[config.mk]
export PLATFORM = sky130hd
export DESIGN_NAME = pfd_mac
export DESIGN_NICKNAME = d
export VERILOG_FILES = /design/src/rtl/pfd_pkg.sv /design/src/rtl/pfd_mac.sv
export SDC_FILE = /design/constraint.sdc
export NUM_CORES = 2
export LEC_CHECK = 0
export ABC_AREA = 1
export BUFFER_PORTS_ARGS = -buffer_cell sky130_fd_sc_hd__buf_2
export CAP_MARGIN = 20
export CORE_MARGIN = 2
export CORE_UTILIZATION = 30
export CTS_BUF_LIST = sky130_fd_sc_hd__clkbuf_16
export DETAILED_ROUTE_END_ITERATION = 8
export GPL_ROUTABILITY_DRIVEN = 0
export HOLD_SLACK_MARGIN = 0.03
export MAX_ROUTING_LAYER = met4
export PLACE_DENSITY = 0.49
export SYNTH_ARGS = -nofsm -noshare
export SYNTH_HDL_FRONTEND = slang
export SYNTH_SLANG_ARGS = --single-unit
[constraint.sdc]
create_clock -name clk -period 9 [get_ports clk]
set_input_delay 2.25 -clock clk [delete_from_list [all_inputs] [get_ports clk]]
set_output_delay 2.25 -clock clk [all_outputs]
set_load 0.01 [all_outputs]
[src/rtl/pfd_pkg.sv]
// Shared constants, codes and types for the polyphase FIR decimator.
`default_nettype none
package pfd_pkg;

  localparam int MAX_TAPS  = 128;
  localparam int MAX_DECIM = 8;
  localparam int TAP_AW    = $clog2(MAX_TAPS);
  localparam int FRAC_SHIFT = 15;

  localparam int SAMPLE_W = 32;
  localparam int COEF_W   = 16;
  localparam int CIDX_W   = 7;
  localparam int DECIM_W  = 4;
  localparam int TAPS_W   = 8;
  localparam int PHASE_W  = 3;
  localparam int PROD_W   = SAMPLE_W + COEF_W;
  localparam int ACC_W    = 64;

  localparam int CFG_IDX_W  = 1;
  localparam int CFG_DATA_W = 8;

  typedef enum logic {
    OP_PUSH = 1'b0,
    OP_LOAD = 1'b1
  } op_t;

  typedef enum logic [CFG_IDX_W-1:0] {
    REG_DOWN_RATIO = 1'b0,
    REG_TAP_COUNT  = 1'b1
  } reg_idx_t;

  typedef enum logic [1:0] {
    ST_IDLE,
    ST_RUN,
    ST_DRAIN
  } state_t;

  // One operand pair for the shared MAC, plus accumulator clear.
  typedef struct packed {
    logic                       valid;
    logic                       clear;
    logic signed [COEF_W-1:0]   coef;
    logic signed [SAMPLE_W-1:0] sample;
  } mac_op_t;

endpackage
`default_nettype wire

[src/rtl/pfd_mac.sv]
// Shared multiply-accumulate unit: registered product, 64-bit accumulator.
`default_nettype none
module pfd_mac (
  input  wire logic                                clk,
  input  wire logic                                rst,
  input  wire pfd_pkg::mac_op_t                    op,
  output logic                                     busy,
  output logic signed [pfd_pkg::SAMPLE_W-1:0]      acc_q15
);

  logic                                prod_v;
  logic signed [pfd_pkg::PROD_W-1:0]   prod;
  logic signed [pfd_pkg::ACC_W-1:0]    acc;

  always_ff @(posedge clk) begin
    if (rst) begin
      prod_v <= 1'b0;
    end else begin
      prod_v <= op.valid;
    end
  end

  always_ff @(posedge clk) begin
    prod <= op.coef * op.sample;
    if (op.clear) begin
      acc <= '0;
    end else if (prod_v) begin
      acc <= acc + {{(pfd_pkg::ACC_W - pfd_pkg::PROD_W){prod[pfd_pkg::PROD_W-1]}}, prod};
    end
  end

  assign busy = prod_v;
  // Arithmetic shift by the fraction width, keep the low word (wraps).
  assign acc_q15 = acc[pfd_pkg::FRAC_SHIFT +: pfd_pkg::SAMPLE_W];

endmodule
`default_nettype wire

==> load_flow_metrics.sql <==
INSERT INTO impl_metrics (metric_group, metric, value, unit) VALUES
('routing', 'drc', '0', ''),
('min_path', 'hold-path-cell-count', '2', ''),
('synthesis', 'yosysSeqAreaShare', '7.394', '%'),
('worst_setup_path', 'worst-endpoint-required', '9.24', 'ns'),
('grt', 'antenna_found_initial', '1', ''),
('timing', 'slew_violations', '0', ''),
('clock_network', 'post_cts_hold_buffer_count', '0', ''),
('timing', 'timing.final.crit_period', '7.906', 'ns'),
('synthesis', 'yosys_warnings', '0', ''),
('worst_setup_path', 'worstPathBufferInverterCount', '7', ''),
('status', 'run_status', 'finished, final reports clean', ''),
('timing', 'number_of_setup_violations_in_the_final_report', '0', ''),
('routing', 'detailroute.via_count', '20930', ''),
('clock_network', 'clk_pin_slew', '0.08', 'ns'),
('routing', 'avgViaCountPerCell', '4.417', ''),
('layout', 'instances_no_fill', '4738', ''),
('timing', 'rsz0062_at_grt', 'no', ''),
('layout', 'final_cell_mix', '1045 x inv_1, 902 x nand2_1, 481 x fa_1', ''),
('worst_setup_path', 'reg2reg_from', 'acc[0]$_SDFFE_PP0P_', ''),
('layout', 'antenna_cells_inserted', '0', ''),
('die', 'die_w', '296.8', 'um'),
('timing', 'fin_skew', '0.009826', 'ns'),
('synthesis', 'synth-edff-count', '0', ''),
('clock_network', 'post_cts_resize_count', '0', ''),
('min_path', 'hold_start', 'acc[12]$_SDFFE_PP0P_', ''),
('synthesis', 'dominant_synthesized_flop_cell', 'dfxtp_1', ''),
('worst_setup_path', 'timing.reg2reg.setup_slack', '6.46', 'ns'),
('worst_setup_path', 'cp-start-kind', 'primary input', ''),
('worst_setup_path', 'setup.worst_path.end_class', 'flip-flop', ''),
('synthesis', 'async_flop_share', '0', '%'),
('die', 'dieArea', '0.08810', 'sq mm'),
('grt', 'grt_first_pass_wirelength', '124000', 'um'),
('synthesis', 'synthDistinctLibCells', '45', ''),
('grt', 'grt_pass1_vias', '21995', ''),
('placement', 'port_buffers', '84', ''),
('die', 'die_h', '296.8', 'um'),
('synthesis', 'ys_ff_latch', '95', ''),
('die', 'number_of_rows_in_the_core_area', '107', ''),
('worst_setup_path', 'setup.worst_path.class', 'in -> reg', ''),
('clock_network', 'cts_sinks', '95', ''),
('worst_setup_path', 'worstPathCellList', 'buf_2 > buf_4 > nand2_1 > inv_1 > fa_1 > inv_1 > fa_1 > fa_1 > inv_1 > fa_1 > fa_1 > inv_1 > fa_1 > inv_1 > ha_1 > a21o_1 > a31oi_1 > o21ai_0 > a21oi_1 > nand3_1 > xor2_1', ''),
('worst_setup_path', 'worst_r2r_endpoint', 'acc[32]$_SDFFE_PP0P_', ''),
('clock_network', 'cts.repair_timing.setup_buffer_count', '0', ''),
('worst_setup_path', 'timing.critical_path.arrival', '8.14', 'ns'),
('routing', 'post_drt_wl_per_cell', '16.19', 'um'),
('worst_setup_path', 'worst_path_max_delay_cell', 'buf_2', ''),
('timing', 'fin_setup_tns', '0', 'ns'),
('grt', 'overflow', '0', ''),
('synthesis', 'synthesis.area_per_instance', '7.082', 'sq um'),
('layout', 'final_layout_size_suffix_gt1_share', '5.481', '%'),
('die', 'top_level_ports', '85', ''),
('routing', 'drt_iter0_drc', '1130', ''),
('timing', 'timing.slew.headroom', '40.19', '%'),
('placement', 'dp_hpwl', '65630', 'um'),
('routing', 'drt-total-wl', '76690', 'um'),
('synthesis', 'netlist_instances', '3632', ''),
('die', 'floorplan.initialDensity', '30.26', '%'),
('placement', 'preCtsSetupSlack', '0.7815', 'ns'),
('worst_setup_path', 'path_delay_family', 'adder cells', ''),
('timing', 'finalWorstSetupSlack', '1.094', 'ns'),
('synthesis', 'syn-num-nets', '4323', ''),
('worst_setup_path', 'cp_slowest_stage_delay', '0.57', 'ns'),
('layout', 'finish.net_count', '4280', ''),
('timing', 'fmax', '126.5', 'MHz'),
('routing', 'drt.antenna.violating_nets', '0', ''),
('timing', 'min_period_over_period', '87.85', '%'),
('worst_setup_path', 'crit_top_cell', 'fa_1', ''),
('clock_network', 'worstSkewPairLatency', '0.36', 'ns'),
('timing', 'max_slew.worst_pin.slew', '0.8972', 'ns'),
('min_path', 'whs_endpoint', 'acc[12]$_SDFFE_PP0P_', ''),
('layout', 'mostFrequentLayoutCell', 'inv_1', '');
-- flip-flops by register name, indices dropped and copies added, names as in the netlist --
signal and cells:
prod 47, busy 1, acc 47
-- logic make-up after synthesis --
family                   count (synthesis)  synth area share (%)
AND/OR/NAND/NOR                       1359                 21.36
adder cells (fa/ha/maj)                639                 45.12
flip-flops                              95                 7.394
XOR/XNOR                                67                 2.281
AO/OA/AOI/OAI                          249                 5.526
buffers and inverters                 1223                 18.32
-- final cells by class --
type,count,area (sq um)
fillers,9370,57720
flip-flops and latches,95,1903
inverters,1069,4013
clock buffers,9,225.2
multi-input cells,2314,19110
repair buffers,100,540.5
clock inverters,7,71.32
well taps,1144,1431
-- routing by layer --
layer / up-vias / global-route usage (%) / part of all wire, %
li1: 10232 / - / -
met1: 10208 / 24.86 / 48
met2: 431 / 30.15 / 47
met3: 59 / 1.456 / 3.7
met4: 0 / 3.106 / 1.4
met5: - / - / 0
-- synthesized netlist by cell type, types with 2 or more instances --
library cell | n | area, sq um
o21ai_0 | 63 | 315.3
inv_1 | 1043 | 3915
nor2_4 | 2 | 22.52
xor2_1 | 52 | 455.4
ha_1 | 158 | 1977
buf_1 | 3 | 11.26
o21bai_1 | 25 | 187.7
a21oi_1 | 109 | 545.5
nor3_2 | 4 | 40.04
nand3_2 | 5 | 50.05
nand4_1 | 25 | 156.4
a31o_1 | 3 | 26.28
a31oi_1 | 5 | 31.28
and3_1 | 2 | 12.51
dfxtp_1 | 95 | 1902
nor2_2 | 20 | 125.1
inv_2 | 25 | 93.84
or2_1 | 2 | 12.51
nand2_2 | 12 | 75.07
o21ai_1 | 18 | 90.09
buf_4 | 32 | 240.2
fa_1 | 481 | 9629
xnor2_1 | 15 | 131.4
nand3_1 | 96 | 480.5
o211ai_1 | 3 | 22.52
o21a_1 | 3 | 22.52
a21oi_2 | 4 | 35.03
nand3b_1 | 2 | 15.01
nor3_1 | 8 | 40.04
clkbuf_1 | 118 | 442.9
and2_1 | 3 | 18.77
nor2_1 | 269 | 1010
a21o_1 | 9 | 67.56
nand2_1 | 902 | 3386
or2_2 | 5 | 31.28
a21boi_0 | 2 | 15.01
-- worst register-to-register path, stage by stage, from the launching register on --
cell and delay [ns]:
dfxtp_1 0.33, ha_1 0.27, inv_1 0.09, fa_1 0.46, o21ai_2 0.30, nand2_1 0.11
nand3_2 0.16, nand2_1 0.09, nand2_2 0.11, nand2_1 0.10, nand3_1 0.08, nand3_1 0.16
nand2_1 0.13, inv_1 0.04
-- worst max path at each step --
stage                            end   start  depth (start not counted)
global route        prod[45]$_DFF_P_  op[36]                         19
global placement    prod[30]$_DFF_P_  op[38]                         22
detailed placement  prod[40]$_DFF_P_  op[37]                         21
CTS                 prod[45]$_DFF_P_  op[36]                         19
finish              prod[40]$_DFF_P_  op[37]                         21
floorplan           prod[46]$_DFF_P_  op[30]                         26
-- through the flow --
| step | cell area, sq um | util, % |
|---|---|---|
| floorplan | 25720 | - |
| global placement | 27000 | 31.76 |
| detailed placement | 27000 | 31.76 |
| CTS | 27290 | 32.10 |
| global route | 27290 | 32.10 |
| finish | 27290 | 32.10 |
Power is left out: the tool's default activity adds up to more than one toggle a clock period on the data nets, which glitch-free logic cannot reach.
